### config.mk
export PLATFORM = sky130hd
export DESIGN_NAME = token_bucket_rate_limiter_unit
export DESIGN_NICKNAME = d
export VERILOG_FILES = /design/src/tbrl_pkg.sv /design/src/tbrl_ctrl.sv /design/src/tbrl_dp.sv /design/src/token_bucket_rate_limiter_unit.sv
export SDC_FILE = /design/constraint.sdc
export NUM_CORES = 1
export LEC_CHECK = 0
export BUFFER_PORTS_ARGS = -buffer_cell sky130_fd_sc_hd__buf_2
export CAP_MARGIN = 20
export CELL_PAD_IN_SITES_DETAIL_PLACEMENT = 0
export CELL_PAD_IN_SITES_GLOBAL_PLACEMENT = 1
export CORE_MARGIN = 4
export CORE_UTILIZATION = 48
export DETAILED_ROUTE_END_ITERATION = 6
export GPL_TIMING_DRIVEN = 0
export PLACE_DENSITY_LB_ADDON = 0.3
export SLEW_MARGIN = 25
export SYNTH_ARGS = -nofsm -noshare
export SYNTH_HDL_FRONTEND = slang
export SYNTH_SLANG_ARGS = --single-unit
### constraint.sdc
create_clock -name clk -period 6.5 [get_ports clk]
set_clock_uncertainty 0.15 [all_clocks]
set_input_delay 0 -clock clk [delete_from_list [all_inputs] [get_ports clk]]
set_output_delay 0 -clock clk [all_outputs]
set_load 0.005 [all_outputs]
### src/tbrl_pkg.sv
// ---------------------------------------------------------------------------
// Token bucket rate limiter package
// Shared types and constants for the controller, the datapath and the top.
// ---------------------------------------------------------------------------
package tbrl_pkg;

  localparam int TIME_BITS_DEF = 48;
  localparam int FRAC_BITS_DEF = 24;

  localparam int TOK_W  = 16;
  localparam int RATE_W = 32;
  localparam int RETRY_W = 32;

  // Result beat: allowed, never_refills, retry_ms, tokens_whole.
  localparam int RES_W = 1 + 1 + RETRY_W + TOK_W;
  localparam int OUT_W = ((RES_W + 7) / 8) * 8;

  localparam int CFG_IDX_W = 8;
  localparam logic [CFG_IDX_W-1:0] REG_CAPACITY = CFG_IDX_W'(0);
  localparam logic [CFG_IDX_W-1:0] REG_REFILL   = CFG_IDX_W'(1);

  localparam logic [TOK_W-1:0]  CAPACITY_RESET = TOK_W'(16);
  localparam logic [RATE_W-1:0] REFILL_RESET   = RATE_W'(16777216);

  typedef struct packed {
    logic load;
    logic set_zero;
    logic mul_step;
    logic refill;
    logic decide;
    logic div_step;
    logic div_fin;
    logic emit;
  } cmd_t;

  typedef struct packed {
    logic req_zero;
    logic later;
    logic need_div;
  } status_t;

endpackage

### src/tbrl_ctrl.sv
// ---------------------------------------------------------------------------
// Token bucket rate limiter controller
// Sequences load, refill multiply, decision, retry division and result beat.
// ---------------------------------------------------------------------------
module tbrl_ctrl #(
  parameter int TIME_BITS = tbrl_pkg::TIME_BITS_DEF,
  parameter int FRAC_BITS = tbrl_pkg::FRAC_BITS_DEF
) (
  input  logic              clk,
  input  logic              rst,
  input  logic              s_tvalid,
  output logic              s_tready,
  output logic              m_tvalid,
  input  logic              m_tready,
  input  tbrl_pkg::status_t st,
  output tbrl_pkg::cmd_t    cmd
);
  import tbrl_pkg::*;

  localparam int LVL_W  = TOK_W + FRAC_BITS;
  localparam int STEP_MAX = (TIME_BITS > LVL_W) ? TIME_BITS : LVL_W;
  localparam int CNT_W  = $clog2(STEP_MAX);

  localparam logic [2:0] S_IDLE  = 3'd0;
  localparam logic [2:0] S_CHECK = 3'd1;
  localparam logic [2:0] S_MUL   = 3'd2;
  localparam logic [2:0] S_UPD   = 3'd3;
  localparam logic [2:0] S_DEC   = 3'd4;
  localparam logic [2:0] S_DIV   = 3'd5;
  localparam logic [2:0] S_FIN   = 3'd6;
  localparam logic [2:0] S_DONE  = 3'd7;

  logic [2:0]       state, state_next;
  logic [CNT_W-1:0] cnt, cnt_next;
  logic             m_tvalid_next;
  logic             accept;

  assign s_tready = (state == S_IDLE);
  assign accept   = s_tvalid && s_tready;

  always_comb begin
    state_next = state;
    cnt_next   = cnt;
    cmd        = '0;
    case (state)
      S_IDLE: begin
        if (accept) begin
          cmd.load   = 1'b1;
          state_next = S_CHECK;
        end
      end
      S_CHECK: begin
        if (st.req_zero) begin
          cmd.set_zero = 1'b1;
          state_next   = S_DONE;
        end else if (st.later) begin
          cnt_next   = CNT_W'(TIME_BITS - 1);
          state_next = S_MUL;
        end else begin
          state_next = S_UPD;
        end
      end
      S_MUL: begin
        cmd.mul_step = 1'b1;
        if (cnt == '0) begin
          state_next = S_UPD;
        end else begin
          cnt_next = cnt - 1'b1;
        end
      end
      S_UPD: begin
        cmd.refill = 1'b1;
        state_next = S_DEC;
      end
      S_DEC: begin
        cmd.decide = 1'b1;
        if (st.need_div) begin
          cnt_next   = CNT_W'(LVL_W - 1);
          state_next = S_DIV;
        end else begin
          state_next = S_DONE;
        end
      end
      S_DIV: begin
        cmd.div_step = 1'b1;
        if (cnt == '0) begin
          state_next = S_FIN;
        end else begin
          cnt_next = cnt - 1'b1;
        end
      end
      S_FIN: begin
        cmd.div_fin = 1'b1;
        state_next  = S_DONE;
      end
      S_DONE: begin
        if (!m_tvalid || m_tready) begin
          cmd.emit   = 1'b1;
          state_next = S_IDLE;
        end
      end
      default: begin
        state_next = S_IDLE;
      end
    endcase
  end

  always_comb begin
    if (cmd.emit) begin
      m_tvalid_next = 1'b1;
    end else if (m_tready) begin
      m_tvalid_next = 1'b0;
    end else begin
      m_tvalid_next = m_tvalid;
    end
  end

  always_ff @(posedge clk) begin
    if (rst) begin
      state    <= S_IDLE;
      cnt      <= '0;
      m_tvalid <= 1'b0;
    end else begin
      state    <= state_next;
      cnt      <= cnt_next;
      m_tvalid <= m_tvalid_next;
    end
  end

  // A new result never overwrites one that is still waiting.
  a_no_overwrite: assert property (@(posedge clk) disable iff (rst)
    cmd.emit |-> !(m_tvalid && !m_tready))
    else $error("result register overwritten");

  // Only one request is in flight.
  a_single_item: assert property (@(posedge clk) disable iff (rst)
    accept |=> !s_tready)
    else $error("second request accepted while busy");

  // A zero request never takes the division path.
  a_zero_no_div: assert property (@(posedge clk) disable iff (rst)
    (state == S_DIV) |-> !st.req_zero)
    else $error("zero request reached the divider");

endmodule

### src/tbrl_dp.sv
// ---------------------------------------------------------------------------
// Token bucket rate limiter datapath
// Bucket state, serial refill multiplier, restoring divider and result beat.
// ---------------------------------------------------------------------------
module tbrl_dp #(
  parameter int TIME_BITS = tbrl_pkg::TIME_BITS_DEF,
  parameter int FRAC_BITS = tbrl_pkg::FRAC_BITS_DEF
) (
  input  logic                             clk,
  input  logic                             rst,
  input  logic [TIME_BITS-1:0]             now_ms,
  input  logic [tbrl_pkg::TOK_W-1:0]       req_tokens,
  input  logic                             cfg_write,
  input  logic [tbrl_pkg::CFG_IDX_W-1:0]   cfg_index,
  input  logic [tbrl_pkg::RATE_W-1:0]      cfg_data,
  input  tbrl_pkg::cmd_t                   cmd,
  output tbrl_pkg::status_t                st,
  output logic [tbrl_pkg::OUT_W-1:0]       result
);
  import tbrl_pkg::*;

  localparam int LVL_W = TOK_W + FRAC_BITS;
  localparam int SUM_W = ((LVL_W + 1 > RATE_W) ? LVL_W + 1 : RATE_W) + 1;
  localparam int Q_W   = (LVL_W + 1 > RETRY_W + 1) ? LVL_W + 1 : RETRY_W + 1;

  logic [TOK_W-1:0]     capacity;
  logic [RATE_W-1:0]    refill_per_ms;
  logic [LVL_W-1:0]     level;
  logic [TIME_BITS-1:0] last_time;
  logic [TIME_BITS-1:0] now_q;
  logic [TOK_W-1:0]     req_q;
  logic [TIME_BITS-1:0] elapsed;
  logic [LVL_W-1:0]     acc;
  logic                 sat;
  logic                 later;
  logic [LVL_W-1:0]     quo;
  logic [RATE_W-1:0]    rem;
  logic                 res_allowed;
  logic                 res_never;
  logic [RETRY_W-1:0]   res_retry;

  logic [LVL_W-1:0]  cap_fix;
  logic [LVL_W-1:0]  need;
  logic [LVL_W:0]    refill_sum;
  logic [SUM_W-1:0]  mul_sum;
  logic [RATE_W:0]   rem_sh;
  logic              rem_ge;
  logic [Q_W-1:0]    q_up;
  logic              enough;

  assign cap_fix = ((capacity == '0) ? LVL_W'(1) : LVL_W'(capacity)) << FRAC_BITS;
  assign need    = LVL_W'(req_q) << FRAC_BITS;
  assign enough  = (level >= need);

  // Horner step over the elapsed time, most significant bit first.
  assign mul_sum = SUM_W'({acc, 1'b0})
                 + (elapsed[TIME_BITS-1] ? SUM_W'(refill_per_ms) : SUM_W'(0));
  assign refill_sum = (LVL_W + 1)'(level) + (LVL_W + 1)'(acc);

  assign rem_sh = {rem, quo[LVL_W-1]};
  assign rem_ge = (rem_sh >= {1'b0, refill_per_ms});
  assign q_up   = Q_W'(quo) + Q_W'(rem != '0);

  assign st.req_zero = (req_q == '0);
  assign st.later    = later;
  assign st.need_div = !enough && (refill_per_ms != '0);

  // Configuration registers and bucket state.
  always_ff @(posedge clk) begin
    if (rst) begin
      capacity      <= CAPACITY_RESET;
      refill_per_ms <= REFILL_RESET;
      level         <= LVL_W'(CAPACITY_RESET) << FRAC_BITS;
      last_time     <= '0;
    end else begin
      if (cfg_write) begin
        case (cfg_index)
          REG_CAPACITY: capacity      <= cfg_data[TOK_W-1:0];
          REG_REFILL:   refill_per_ms <= cfg_data;
          default: ;
        endcase
      end
      if (cmd.refill && later) begin
        if (sat || refill_sum >= (LVL_W + 1)'(cap_fix)) begin
          level <= cap_fix;
        end else begin
          level <= refill_sum[LVL_W-1:0];
        end
        last_time <= now_q;
      end
      if (cmd.decide && enough) begin
        level <= level - need;
      end
    end
  end

  // Working registers; no reset needed.
  always_ff @(posedge clk) begin
    if (cmd.load) begin
      now_q   <= now_ms;
      req_q   <= req_tokens;
      later   <= (now_ms > last_time);
      elapsed <= now_ms - last_time;
      acc     <= '0;
      sat     <= 1'b0;
    end
    if (cmd.mul_step) begin
      acc     <= mul_sum[LVL_W-1:0];
      sat     <= sat || (mul_sum[SUM_W-1:LVL_W] != '0);
      elapsed <= elapsed << 1;
    end
    if (cmd.set_zero) begin
      res_allowed <= 1'b1;
      res_never   <= 1'b0;
      res_retry   <= '0;
    end
    if (cmd.decide) begin
      res_allowed <= enough;
      res_never   <= !enough && (refill_per_ms == '0);
      res_retry   <= '0;
      quo         <= need - level;
      rem         <= '0;
    end
    if (cmd.div_step) begin
      if (rem_ge) begin
        rem <= RATE_W'(rem_sh - {1'b0, refill_per_ms});
      end else begin
        rem <= rem_sh[RATE_W-1:0];
      end
      quo <= {quo[LVL_W-2:0], rem_ge};
    end
    if (cmd.div_fin) begin
      if (q_up[Q_W-1:RETRY_W] != '0) begin
        res_retry <= '1;
      end else begin
        res_retry <= q_up[RETRY_W-1:0];
      end
    end
    if (cmd.emit) begin
      result <= OUT_W'({level[LVL_W-1 -: TOK_W], res_retry, res_never, res_allowed});
    end
  end

  // The remainder of a finished division is below the divisor.
  a_rem_bound: assert property (@(posedge clk) disable iff (rst)
    cmd.div_fin |-> (rem < refill_per_ms))
    else $error("divider remainder out of range");

  // A refill with a later timestamp never leaves the level above capacity.
  a_refill_cap: assert property (@(posedge clk) disable iff (rst)
    (cmd.refill && later) |=> (level <= $past(cap_fix)))
    else $error("refill exceeded capacity");

endmodule

### src/token_bucket_rate_limiter_unit.sv
// ---------------------------------------------------------------------------
// Token bucket rate limiter unit
// Grants or refuses timestamped token requests against a refilling bucket.
// ---------------------------------------------------------------------------
// One request is handled at a time. A zero-token request goes straight to its
// result beat. Any other request runs a bit-serial refill multiply, one step
// per timestamp bit, when its timestamp is later than the stored one. A refused
// request with a nonzero rate then runs a restoring divider, one step per level
// bit (16 + FRAC_BITS bits), for the retry time. The result sits in an output
// register, so a new request is accepted while the previous result waits to be
// taken. The configuration port is always ready; it is to be written only while
// idle, which the unit itself does not enforce.
module token_bucket_rate_limiter_unit #(
  parameter int TIME_BITS = tbrl_pkg::TIME_BITS_DEF,
  parameter int FRAC_BITS = tbrl_pkg::FRAC_BITS_DEF,
  localparam int IN_W = ((TIME_BITS + tbrl_pkg::TOK_W + 7) / 8) * 8
) (
  input  logic                           clk,
  input  logic                           rst,
  input  logic                           s_tvalid,
  output logic                           s_tready,
  // now_ms, req_tokens
  input  logic [IN_W-1:0]                s_tdata,
  output logic                           m_tvalid,
  input  logic                           m_tready,
  // allowed, never_refills, retry_ms, tokens_whole
  output logic [tbrl_pkg::OUT_W-1:0]     m_tdata,
  input  logic                           cfg_valid,
  output logic                           cfg_ready,
  input  logic [tbrl_pkg::CFG_IDX_W-1:0] cfg_index,
  input  logic [tbrl_pkg::RATE_W-1:0]    cfg_data
);
  import tbrl_pkg::*;

  cmd_t    cmd;
  status_t st;

  assign cfg_ready = 1'b1;

  tbrl_ctrl #(
    .TIME_BITS (TIME_BITS),
    .FRAC_BITS (FRAC_BITS)
  ) u_ctrl (
    .clk      (clk),
    .rst      (rst),
    .s_tvalid (s_tvalid),
    .s_tready (s_tready),
    .m_tvalid (m_tvalid),
    .m_tready (m_tready),
    .st       (st),
    .cmd      (cmd)
  );

  tbrl_dp #(
    .TIME_BITS (TIME_BITS),
    .FRAC_BITS (FRAC_BITS)
  ) u_dp (
    .clk        (clk),
    .rst        (rst),
    .now_ms     (s_tdata[TIME_BITS-1:0]),
    .req_tokens (s_tdata[TIME_BITS +: TOK_W]),
    .cfg_write  (cfg_valid && cfg_ready),
    .cfg_index  (cfg_index),
    .cfg_data   (cfg_data),
    .cmd        (cmd),
    .st         (st),
    .result     (m_tdata)
  );

endmodule

# [Yosys cells after proc, flatten, opt, wreduce, memory -nomap -nowiden]
# Cells that the tools add are included.
[classes] addsub=8 n_lt_le_gt_ge=4 n_eq_ne=16 n_mux=50 reduce_logical=32
[ops] cell="$mux 40" n=7
[ops] cell="$mux 32" n=8
[ops] cell="$mux 48" n=2
[ops] cell="$sub 40x40->40" n=2
[ops] cell="$reduce_bool 32->1" n=2
[ops] cell="$gt 48x48->1" n=1
[ops] cell="$sub 48x48->48" n=1
[ops] cell="$add 41x42->42" n=1
[ops] cell="$add 40x1->41" n=1
[ops] cell="$add 40x40->41" n=1
[ops] cell="$ge 41x40->1" n=1
[ops] cell="$ge 40x40->1" n=1
[ops] cell="$ge 33x32->1" n=1
[ops] cell="$logic_not 16->1" n=2
[ops] cell="$logic_not 32->1" n=1
[ops] cell="$sub 32x32->32" n=1
[ops] cell="$mux 6" n=4
[ops] cell="$pmux 3 s8" n=1
[ops] cell="$mux 1" n=20
[ops] cell="$pmux 6 s3" n=1
[ops] cell="$mux 16" n=1
[ops] cell="$mux 3" n=5
[ops] cell="$eq 3x3->1 const B" n=4
[ops] cell="$reduce_bool 2->1" n=6
[ops] cell="other kinds (19)" n=35
[totals] ff_bits=456 input_bits=109 output_inout_bits=59 wordCells=130

# [Longest topological paths before layout]
# Gate-level depths: netlist of run 1.
[depth] ltp_word=7 mapped_depth=25 mapped_depth_nobuf=23

# [By module]
# A second synthesis of run 1 with hierarchy kept.
[unflattened] hier_cells=3031 area_unflattened_um2=28451.0
[modules_own_cells] mod="tbrl_dp" instances=1 cells_each=2943 area_per_inst_um2=27726.6 seq_area_each_um2=12021.5
[modules_own_cells] mod="tbrl_ctrl" instances=1 cells_each=86 area_per_inst_um2=713.2 seq_area_each_um2=200.2
[modules_own_cells] mod="token_bucket_rate_limiter_unit" instances=1 cells_each=2 area_per_inst_um2=11.3 seq_area_each_um2=0.0

# [Least setup slack after synthesis of run 1]
# OpenSTA, ideal clock, no wires.
[synth_timing] path_kind="flip-flop to flip-flop" from="register u_dp.acc[16]" to="register u_dp.level[0]" arrival_ns=5.324 t_required_ns=6.222 slack_ns=0.899 stages_incl_launch_ff=24 path_buffers=3 path_cell_list="edfxtp_1 > ha_1 > buf_2 > a21o_1 > a31o_1 > a221o_1 > o41ai_1 > o21ai_1 > a21o_1 > a21oi_1 > o31ai_1 > ha_1 > nand4_1 > nor2_1 > nand3_1 > or3_1 > or3_1 > or4b_4 > nor4_4 > a21oi_2 > buf_6 > buf_6 > a31oi_1 > nor2_1"
[synth_via] elab_chain_len=6
[synth_rtl] item="start: declaration" line_no="tbrl_dp.sv:33" rtl="logic [LVL_W-1:0] acc;"
[synth_rtl] item="start signal: assignment" line_no="tbrl_dp.sv:108" rtl="acc <= mul_sum[LVL_W-1:0];"
[synth_rtl] item="$add 40x40->41" line_no="tbrl_dp.sv:58" rtl="assign refill_sum = (LVL_W + 1)'(level) + (LVL_W + 1)'(acc);"
[synth_rtl] item="$ge 41x40->1" line_no="tbrl_dp.sv:84" rtl="if (sat || refill_sum >= (LVL_W + 1)'(cap_fix)) begin"
[synth_rtl] item="$logic_or 1x1->1" line_no="tbrl_dp.sv:84"
[synth_rtl] item="$mux 40" line_no="tbrl_dp.sv:84"
[synth_rtl] item="$mux 40" line_no="tbrl_dp.sv:83" rtl="if (cmd.refill && later) begin"
[synth_rtl] item="$mux 40" line_no="tbrl_dp.sv:91" rtl="if (cmd.decide && enough) begin"
[synth_rtl] item="end signal: assignment" line_no="tbrl_dp.sv:85" rtl="level <= cap_fix;"
[synth_rtl] item="end signal: assignment" line_no="tbrl_dp.sv:87" rtl="level <= refill_sum[LVL_W-1:0];"
[synth_rtl] item="end signal: assignment" line_no="tbrl_dp.sv:92" rtl="level <= level - need;"
[synth_rtl] item="end: declaration" line_no="tbrl_dp.sv:28" rtl="logic [LVL_W-1:0] level;"
# No other way between the ends. The select of a mux whose other input is x is not followed.
# A chain may end at the register's enable or synchronous reset.

# [Worst setup path after layout of run 1]
[layout_timing] from="register u_dp.acc[16]" to="register u_dp.level[29]"
[layout_via] elab_chain_len=6
[layout_rtl] item="$add 40x40->41 (*)" line_no="tbrl_dp.sv:58"
[layout_rtl] item="$ge 41x40->1" line_no="tbrl_dp.sv:84"
[layout_rtl] item="$logic_or 1x1->1" line_no="tbrl_dp.sv:84"
[layout_rtl] item="$mux 40 (*)" line_no="tbrl_dp.sv:84"
[layout_rtl] item="$mux 40 (*)" line_no="tbrl_dp.sv:83"
[layout_rtl] item="$mux 40 (*)" line_no="tbrl_dp.sv:91"
# Mark *: on every way between the ends. The rest lies on a longest branch, timed or not. The select of a mux whose other input is x is not followed.

==> metrics.yaml, run 1 <==
hold_class: "input port to flip-flop"
worst_hold_end: "u_dp.now_q[40]$_DFFE_PP_"
fmax_mhz: 161.9
synth_xor_xnor_area_share: 0.06256
cts.reportedPaths.clkPinSlew_ns: 0.06
synth-compound-area-share: 0.1799
layout-area-overhead-vs-synth_pct: 20.99
power-per-cell-area_nw_per_um2: 279.2
first_global_vias: 24170
timing.final.hold_violations: 0
period_needed_ns: 6.178
net_switching_power_figure_mw: 3.060
layout.cell_area.non_filler_sq_um: 34050
timing.critical_path.to_type: "flip-flop"
num_io_pins: 168
ys.warnings.count: 0
drt_drc_violations_left: 0
post_route_cells_drive_above_1_share: 0.09088
placedCellCount: 4022
ys_seq_area_frac: 0.4343
post_synth_mux_area_share: 0.01298
postLayoutCoreUtil: 0.5878
yosys_register_bits: 456
grt_first_pass_wirelength_um: 133000
clock_latency_ns: 0.62
critical_path.max_fanout: 10
tritoncts.num_buffers: 53
critical_path.reg2reg.endpoint: "u_dp.level[29]$_SDFFE_PP0P_"
final.period_utilization: 0.9505
sequential_cell_area_sq_um: 12230
fp.dieArea_sq_um: 62560
initial_core_util: 0.4858
data_arrival_at_the_endpoint_of_the_critical_path_ns: 6.52
avgSynthCellArea_sq_um: 9.121
route.detailed.vias_per_inst: 5.664
routed-via-count: 24470
nNetsFinal: 3827
die_width_um: 250.1
worst_hold_path.num_cells: 2
worst_r2r_startpoint: "u_dp.acc[16]$_SDFFCE_PN0P_"
outcome: "finished, final reports clean"
h-tree-depth: 2
maxSlewHeadroom: 0.2614
setup_viol: 0
final.fill_count: 5094
ff2ff_setup_slack_ns: 0.32
dr.pass1.iters: 6
yosys.cell_types.count: 81
detail_route.iter0.violations: 1724
fin_hold_ws_ns: 0.01741
leading_register_cell_type_out_of_synthesis: "sky130_fd_sc_hd__edfxtp_1"
p_leak_nw: 13.26
postLayoutSetupSlackWorst_ns: 0.3220
sinks_on_the_clock_net: 456
port_buffers: 159
cell_area_after_synthesis_sq_um: 28140
clock-root-buffer: "sky130_fd_sc_hd__clkbuf_16"
post_layout_instance_count_excluding_filler_cells: 4320
detail_route.wirelength_um: 85490
total_power_mw: 9.505
cts_tree: "built"
route.antenna.remaining_nets: 0
worstMarginPinSlew_ns: 1.098
core_rows: 88
fp.dieH_um: 250.1
totalNegativeSetupSlack_ns: 0
wire_per_inst_um: 19.79
combPwrFrac: 0.265
place_area_sq_um: 30140
holdCritStartpoint: "s_tdata[40]"
synth_enable_flop_cells: 309
grt_start_max_net_pins: 48
global_route.overflow_total: 0
worstRegToRegCells: 24
power.ir.vdd_worst_v: 0.0002114
switching_share: 0.3219
timing.final.max_slew_violations: 0
place_worst_setup_slack_ns: -0.1841
internal_power_mw: 6.446
clockBufferDepth: 3
grt_usage: 0.2649
seq_power_share: 0.404
cp-start-kind: "flip-flop"
largest_family_of_logic_cells_by_synthesized_area: "compound AO/OA/AOI/OAI gates"
critical_path_required_ns: 6.85
grt_antenna_before_repair: 1
async_flop_share: 0
post_synth_adder_cell_area: 0.09338
number_of_max_cap_violations: 0
floorplan.core_area_sq_um: 57920
class_of_the_most_critical_setup_path: "flip-flop to flip-flop"
dp_hpwl_um: 63930
syn-instance-count: 3085
clockPowerShare: 0.331
yosys.area_share.simple: 0.1738
multi_input_area_sq_um: 14850
place_congestion: 0.9592
## critical path, stage by stage (launching register included)
cell                       delay (ns)
sky130_fd_sc_hd__edfxtp_1        0.49
sky130_fd_sc_hd__ha_1            0.32
sky130_fd_sc_hd__buf_2           0.16
sky130_fd_sc_hd__a21o_1          0.26
sky130_fd_sc_hd__a31o_1          0.26
sky130_fd_sc_hd__a221o_1         0.42
sky130_fd_sc_hd__o41ai_4         0.36
sky130_fd_sc_hd__o21ai_1         0.14
sky130_fd_sc_hd__a21o_1          0.20
sky130_fd_sc_hd__a21oi_2         0.23
sky130_fd_sc_hd__o21ai_0         0.15
sky130_fd_sc_hd__o31ai_2         0.12
sky130_fd_sc_hd__ha_1            0.20
sky130_fd_sc_hd__nand4_1         0.13
sky130_fd_sc_hd__nor2_1          0.18
sky130_fd_sc_hd__nand3_1         0.11
sky130_fd_sc_hd__or3_1           0.33
sky130_fd_sc_hd__or3_1           0.32
sky130_fd_sc_hd__or4b_4          0.55
sky130_fd_sc_hd__nor4_4          0.23
sky130_fd_sc_hd__a21oi_4         0.16
sky130_fd_sc_hd__buf_6           0.21
sky130_fd_sc_hd__buf_6           0.15
sky130_fd_sc_hd__nor3_1          0.18
sky130_fd_sc_hd__nor3_1          0.07
## repair_timing
action | CTS | global route
endpoints found under the hold margin | 188 | 0
hold buffers | 194 | 0
buffers inserted | 0 | 4
pin swaps | 0 | 3
endpoints found under the setup margin | 32 | 33
cloned | 0 | 1
resized for setup | 7 | 10
## synth_stat cells (20+ instances only)
library cell | instances | area share
sky130_fd_sc_hd__mux2i_1 | 32 | 0.011
sky130_fd_sc_hd__o21a_1 | 24 | 0.0064
sky130_fd_sc_hd__xor2_1 | 89 | 0.028
sky130_fd_sc_hd__nor4_1 | 37 | 0.0082
sky130_fd_sc_hd__o21ai_0 | 154 | 0.027
sky130_fd_sc_hd__and3_1 | 37 | 0.0082
sky130_fd_sc_hd__clkbuf_1 | 102 | 0.014
sky130_fd_sc_hd__a21oi_1 | 347 | 0.062
sky130_fd_sc_hd__nand2_1 | 378 | 0.050
sky130_fd_sc_hd__nand4_1 | 34 | 0.0076
sky130_fd_sc_hd__a21o_1 | 86 | 0.023
sky130_fd_sc_hd__edfxtp_1 | 309 | 0.33
sky130_fd_sc_hd__dfxtp_1 | 147 | 0.10
sky130_fd_sc_hd__nor3_1 | 62 | 0.011
sky130_fd_sc_hd__nor2_1 | 241 | 0.032
sky130_fd_sc_hd__and2_1 | 49 | 0.011
sky130_fd_sc_hd__o21bai_1 | 22 | 0.0059
sky130_fd_sc_hd__a31oi_1 | 30 | 0.0067
sky130_fd_sc_hd__nand2b_1 | 31 | 0.0069
sky130_fd_sc_hd__inv_1 | 183 | 0.024
sky130_fd_sc_hd__a211oi_1 | 23 | 0.0061
sky130_fd_sc_hd__xnor2_1 | 112 | 0.035
sky130_fd_sc_hd__nand3_1 | 76 | 0.014
sky130_fd_sc_hd__ha_1 | 202 | 0.090
sky130_fd_sc_hd__nor2b_1 | 27 | 0.0060
sky130_fd_sc_hd__o21ai_1 | 20 | 0.0036
## how the worst max path moves through the flow
stage | start | end | depth (start not counted)
after floorplan | u_dp.acc[16]$_SDFFCE_PN0P_ | u_dp.level[0]$_SDFFE_PP0P_ | 23
after detailed placement | u_dp.level[18]$_SDFFE_PP0P_ | u_dp.level[29]$_SDFFE_PP0P_ | 23
final | u_dp.acc[16]$_SDFFCE_PN0P_ | u_dp.level[29]$_SDFFE_PP0P_ | 24
after global routing | u_dp.acc[16]$_SDFFCE_PN0P_ | u_dp.level[37]$_SDFFE_PP0P_ | 23
after CTS | u_dp.acc[16]$_SDFFCE_PN0P_ | u_dp.level[29]$_SDFFE_PP0P_ | 24
after global placement | u_ctrl.state[2]$_SDFFE_PP0P_ | u_dp.quo[38]$_DFFE_PN_ | 6
## cells by family after synthesis
kind of cell / Yosys count
AND/OR/NAND/NOR: 1041
AO/OA/AOI/OAI: 836
flip-flops: 456
buffers and inverters: 306
adder cells (fa/ha/maj): 207
XOR/XNOR: 201
multiplexers: 36
other: 2
## sequential cells by signal, indices dropped and copies added, names as in the netlist
name / flops
u_ctrl.cnt: 6
u_dp.quo: 40
u_dp.refill_per_ms: 32
u_dp.res_retry: 32
u_dp.res_never: 1
u_dp.level: 40
u_dp.now_q: 48
u_dp.later: 1
u_ctrl.m_tvalid: 1
u_dp.acc: 40
u_ctrl.state: 3
u_dp.last_time: 48
u_dp.rem: 32
u_dp.req_q: 16
u_dp.res_allowed: 1
u_dp.result: 50
u_dp.sat: 1
u_dp.elapsed: 48
u_dp.capacity: 16
## placed cells by master, fill, tap and decap left out, types with 16 or more instances in the layout
cell type / Yosys / final
sky130_fd_sc_hd__o211ai_1: 17 / 17
sky130_fd_sc_hd__a31oi_1: 30 / 29
sky130_fd_sc_hd__a21oi_1: 347 / 345
sky130_fd_sc_hd__xnor2_1: 112 / 112
sky130_fd_sc_hd__and2_1: 49 / 49
sky130_fd_sc_hd__dfxtp_1: 147 / 144
sky130_fd_sc_hd__or3_1: 16 / 16
sky130_fd_sc_hd__nor3_1: 62 / 62
sky130_fd_sc_hd__xor2_1: 89 / 89
sky130_fd_sc_hd__edfxtp_1: 309 / 309
sky130_fd_sc_hd__clkbuf_16: 0 / 55
sky130_fd_sc_hd__nand4_1: 34 / 34
sky130_fd_sc_hd__ha_1: 202 / 202
sky130_fd_sc_hd__nand3_1: 76 / 76
sky130_fd_sc_hd__nor2b_1: 27 / 26
sky130_fd_sc_hd__o21ai_0: 154 / 153
sky130_fd_sc_hd__o21ai_1: 20 / 20
sky130_fd_sc_hd__and3_1: 37 / 37
sky130_fd_sc_hd__buf_2: 7 / 167
sky130_fd_sc_hd__a21o_1: 86 / 86
sky130_fd_sc_hd__dlygate4sd3_1: 0 / 194
sky130_fd_sc_hd__nor4_1: 37 / 36
sky130_fd_sc_hd__nand2_1: 378 / 377
sky130_fd_sc_hd__clkbuf_1: 102 / 111
sky130_fd_sc_hd__nor2_1: 241 / 240
sky130_fd_sc_hd__mux2i_1: 32 / 32
sky130_fd_sc_hd__o21a_1: 24 / 24
sky130_fd_sc_hd__nand2b_1: 31 / 30
sky130_fd_sc_hd__inv_1: 183 / 182
sky130_fd_sc_hd__a211oi_1: 23 / 23
sky130_fd_sc_hd__o21bai_1: 22 / 22
## power by group through the flow
stage               Combinational (mW)  Clock [mW]  Sequential (mW)
finish                            2.52        3.15             3.84
global route                      2.80        3.32             3.86
CTS                               2.47        3.20             3.84
detailed placement                2.38           0             3.89
global placement                  2.30           0             3.93
floorplan                         1.73           0             3.79
## layer usage
| layer | vias to the layer above | share of wire | track usage |
|---|---|---|---|
| met5 | - | 0 | 0 |
| met2 | 774 | 0.48 | 0.4509 |
| li1 | 11970 | - | - |
| met3 | 215 | 0.050 | 0.03343 |
| met4 | 0 | 0.051 | 0.1232 |
| met1 | 11510 | 0.42 | 0.3372 |
## layout make-up
| class | count | area share |
|---|---|---|
| inverter | 184 | 0.02036 |
| sequential | 456 | 0.3591 |
| timing repair buffer | 366 | 0.08681 |
| clock buffer | 69 | 0.04285 |
| buffer | 122 | 0.01518 |
| antenna | 1 | 0.00007350 |
| tap | 765 | 0.02811 |
| clock inverter | 29 | 0.01121 |
| multi-input combinational | 2328 | 0.4363 |
Note: power is estimated with default switching activity, not from simulation.
==> run 2, diff against run 1 <==
--- a/config.mk
+++ b/config.mk
@@ -9,10 +9,12 @@
 export CAP_MARGIN = 20
 export CELL_PAD_IN_SITES_DETAIL_PLACEMENT = 0
 export CELL_PAD_IN_SITES_GLOBAL_PLACEMENT = 1
+export CORE_ASPECT_RATIO = 0.9
 export CORE_MARGIN = 4
 export CORE_UTILIZATION = 48
 export DETAILED_ROUTE_END_ITERATION = 6
 export GPL_TIMING_DRIVEN = 0
+export MAX_ROUTING_LAYER = met4
 export PLACE_DENSITY_LB_ADDON = 0.3
 export SLEW_MARGIN = 25
 export SYNTH_ARGS = -nofsm -noshare
==> metrics.yaml, run 2 (synthesis results as in run 1) <==
timing.critical_path.to_type: "flip-flop"  # unchanged
switching_share: 0.3242  # was 0.3219
postLayoutCoreUtil: 0.5926  # was 0.5878
clock_latency_ns: 0.61  # was 0.62 ns
worst_hold_end: "u_dp.now_q[1]$_DFFE_PP_"  # was u_dp.now_q[40]$_DFFE_PP_
worst_path_most_repeated_cell: "sky130_fd_sc_hd__a21oi_1"
clockPowerShare: 0.318  # was 0.331
period_needed_ns: 6.297  # was 6.178 ns
power-per-cell-area_nw_per_um2: 275.2  # was 279.2 nW/um^2
layout-area-overhead-vs-synth_pct: 21.17  # was 20.99%
register_with_the_most_flip_flops: "u_dp.result"  # unchanged
dp_hpwl_um: 64320  # was 63930 um
detail_route.iter0.violations: 1815  # was 1724
tritoncts.num_buffers: 51  # was 53
sequential_cell_area_sq_um: 12230  # about the same
die_width_um: 263.2  # was 250.1 um
worstMarginPinSlew_ns: 1.092  # was 1.098 ns
net_switching_power_figure_mw: 3.041  # was 3.060 mW
core_rows: 83  # was 88
grt_first_pass_wirelength_um: 131800  # was 133000 um
number_of_max_cap_violations: 0  # unchanged
hold_class: "input port to flip-flop"  # unchanged
nNetsFinal: 3831  # was 3827
floorplan.core_area_sq_um: 57530  # was 57920 sq um
cts.reportedPaths.clkPinSlew_ns: 0.06  # about the same
seq_power_share: 0.408  # was 0.404
totalNegativeSetupSlack_ns: 0  # unchanged
layout.cells.most_common_list: "sky130_fd_sc_hd__nand2_1, sky130_fd_sc_hd__a21oi_1, sky130_fd_sc_hd__edfxtp_1, sky130_fd_sc_hd__nor2_1, sky130_fd_sc_hd__ha_1"  # unchanged
critical_path.max_fanout: 7  # was 10
multi_input_area_sq_um: 14940  # was 14850 sq um
fp.dieH_um: 237.7  # was 250.1 um
highest_cell_delay_on_the_worst_timing_path_ns: 0.55  # about the same
cp-start-kind: "flip-flop"  # unchanged
combPwrFrac: 0.273  # was 0.265
power.ir.vdd_worst_v: 0.0002622  # was 0.0002114 V
grt_antenna_before_repair: 2  # was 1
antennaDiodeCount: 0  # was 1
sinks_on_the_clock_net: 456  # unchanged
layout.cell_area.non_filler_sq_um: 34100  # was 34050 sq um
cpMaxStageDelayCell: "sky130_fd_sc_hd__or4b_4"  # unchanged
maxSlewHeadroom: 0.2660  # was 0.2614
setup_viol: 0  # unchanged
fp.dieArea_sq_um: 62560  # about the same
clockBufferDepth: 3  # unchanged
wire_per_inst_um: 19.79  # about the same
data_arrival_at_the_endpoint_of_the_critical_path_ns: 6.59  # was 6.52 ns
p_leak_nw: 13.27  # was 13.26 nW
grt_usage: 0.2722  # was 0.2649
place_congestion: 0.9748  # was 0.9592
clock-root-buffer: "sky130_fd_sc_hd__clkbuf_16"  # unchanged
critical_path.reg2reg.endpoint: "u_dp.level[32]$_SDFFE_PP0P_"  # was u_dp.level[29]$_SDFFE_PP0P_
critical_path.startpoint: "u_dp.level[7]$_SDFFE_PP0P_"  # was u_dp.acc[16]$_SDFFCE_PN0P_
post_route_cells_drive_above_1_share: 0.09531  # was 0.09088
outcome: "finished, final reports clean"  # unchanged
timing.final.max_slew_violations: 0  # unchanged
ff2ff_setup_slack_ns: 0.20  # was 0.32 ns
routed-via-count: 24530  # was 24470
worst_hold_path.num_cells: 2  # unchanged
dr.pass1.iters: 7  # was 6
drt_drc_violations_left: 0  # unchanged
final.period_utilization: 0.9688  # was 0.9505
first_global_vias: 23800  # was 24170
num_io_pins: 168  # unchanged
class_of_the_most_critical_setup_path: "flip-flop to flip-flop"  # unchanged
h-tree-depth: 2  # unchanged
layout_commonest_cell: "sky130_fd_sc_hd__nand2_1"  # unchanged
holdCritStartpoint: "s_tdata[1]"  # was s_tdata[40]
critical_path.cell_chain: "ha_1 > a21oi_1 > o211ai_1 > nand4_1 > and3_2 > o31ai_4 > a31o_2 > a31o_2 > a21oi_1 > xnor2_1 > ha_1 > nand4_1 > nor2_1 > nand3_1 > or3_1 > or3_1 > or4b_4 > nor4_4 > buf_4 > a21oi_4 > buf_8 > mux2i_1 > a21oi_1"  # was ha_1 > buf_2 > a21o_1 > a31o_1 > a221o_1 > o41ai_4 > o21ai_1 > a21o_1 > a21oi_2 > o21ai_0 > o31ai_2 > ha_1 > nand4_1 > nor2_1 > nand3_1 > or3_1 > or3_1 > or4b_4 > nor4_4 > a21oi_4 > buf_6 > buf_6 > nor3_1 > nor3_1
timing.final.hold_violations: 0  # unchanged
global_route.overflow_total: 0  # unchanged
worst_r2r_startpoint: "u_dp.level[7]$_SDFFE_PP0P_"  # was u_dp.acc[16]$_SDFFCE_PN0P_
cts_tree: "built"  # unchanged
route.antenna.remaining_nets: 0  # unchanged
worstRegToRegCells: 23  # was 24
final.fill_count: 4994  # was 5094
grt_start_max_net_pins: 48  # unchanged
critical_path_required_ns: 6.79  # was 6.85 ns
detail_route.wirelength_um: 85530  # was 85490 um
route.detailed.vias_per_inst: 5.676  # was 5.664
port_buffers: 159  # unchanged
internal_power_mw: 6.341  # was 6.446 mW
place_area_sq_um: 30130  # was 30140 sq um
largest_reg_flops: 50  # unchanged
initial_core_util: 0.4891  # was 0.4858
fmax_mhz: 158.8  # was 161.9 MHz
run 2: worst max-delay path, delay by kind of cell (launching register included):
kind / cells / cell delay (ns)
flip-flops: 1 / 0.54
AND/OR/NAND/NOR: 9 / 2.29
multiplexers: 1 / 0.26
adder cells (fa/ha/maj): 2 / 0.70
buffers and inverters: 2 / 0.39
XOR/XNOR: 1 / 0.11
AO/OA/AOI/OAI: 8 / 1.70
run 2: worst max path at each step:
stage                                        to  slack (ns)  cells after the start
floorplan            u_dp.level[0]$_SDFFE_PP0P_        0.90                     23
global placement         u_dp.quo[32]$_DFFE_PN_       -2.02                      6
detailed placement  u_dp.level[29]$_SDFFE_PP0P_       -0.29                     23
CTS                 u_dp.level[29]$_SDFFE_PP0P_        0.08                     23
global route         u_dp.level[1]$_SDFFE_PP0P_       -0.04                     23
finish              u_dp.level[32]$_SDFFE_PP0P_        0.20                     23
run 2: final cells by class:
class,instances,share of cell area
multi-input combinational,2328,0.4381
sequential,456,0.3586
timing repair buffer,374,0.08925
clock buffer,69,0.04283
tap,765,0.02807
inverter,184,0.02033
buffer,120,0.01505
clock inverter,26,0.007706
run 2: stage by stage:
stage               total power [mW]  hold WS, ns  instances  setup WS, ns
finish                         9.383      0.04901       4322        0.2028
detailed placement             6.270      0.02828       4022       -0.2945
CTS                            9.339      0.01135       4315       0.07689
floorplan                      5.522     -0.05113       3090        0.8986
global route                   9.857      0.04825       4322      -0.04053
global placement               6.222      0.02716       4014        -2.017
run 2: what timing repair did:
item	CTS	global route
hold buffers	197	0
setup buffers	1	8
gates resized for setup	7	29
endpoints found under the hold margin	176	0
setup endpoints to repair	33	32
cloned	0	1
pin swaps	2	12
run 2: per-layer routing:
metal,global-route usage,wire length [um],share of wire
met1,0.3467,37200,0.43
met2,0.4421,39830,0.47
met3,0.03550,4604,0.054
met4,0.1125,3894,0.046
met5,-,0,0
run 2: power by group through the flow:
stage               Sequential (mW)  Clock (mW)  Combinational (mW)
floorplan                      3.79           0                1.73
global placement               3.93           0                2.30
detailed placement             3.89           0                2.38
CTS                            3.84        3.03                2.47
global route                   3.86        3.16                2.84
finish                         3.83        2.99                2.56
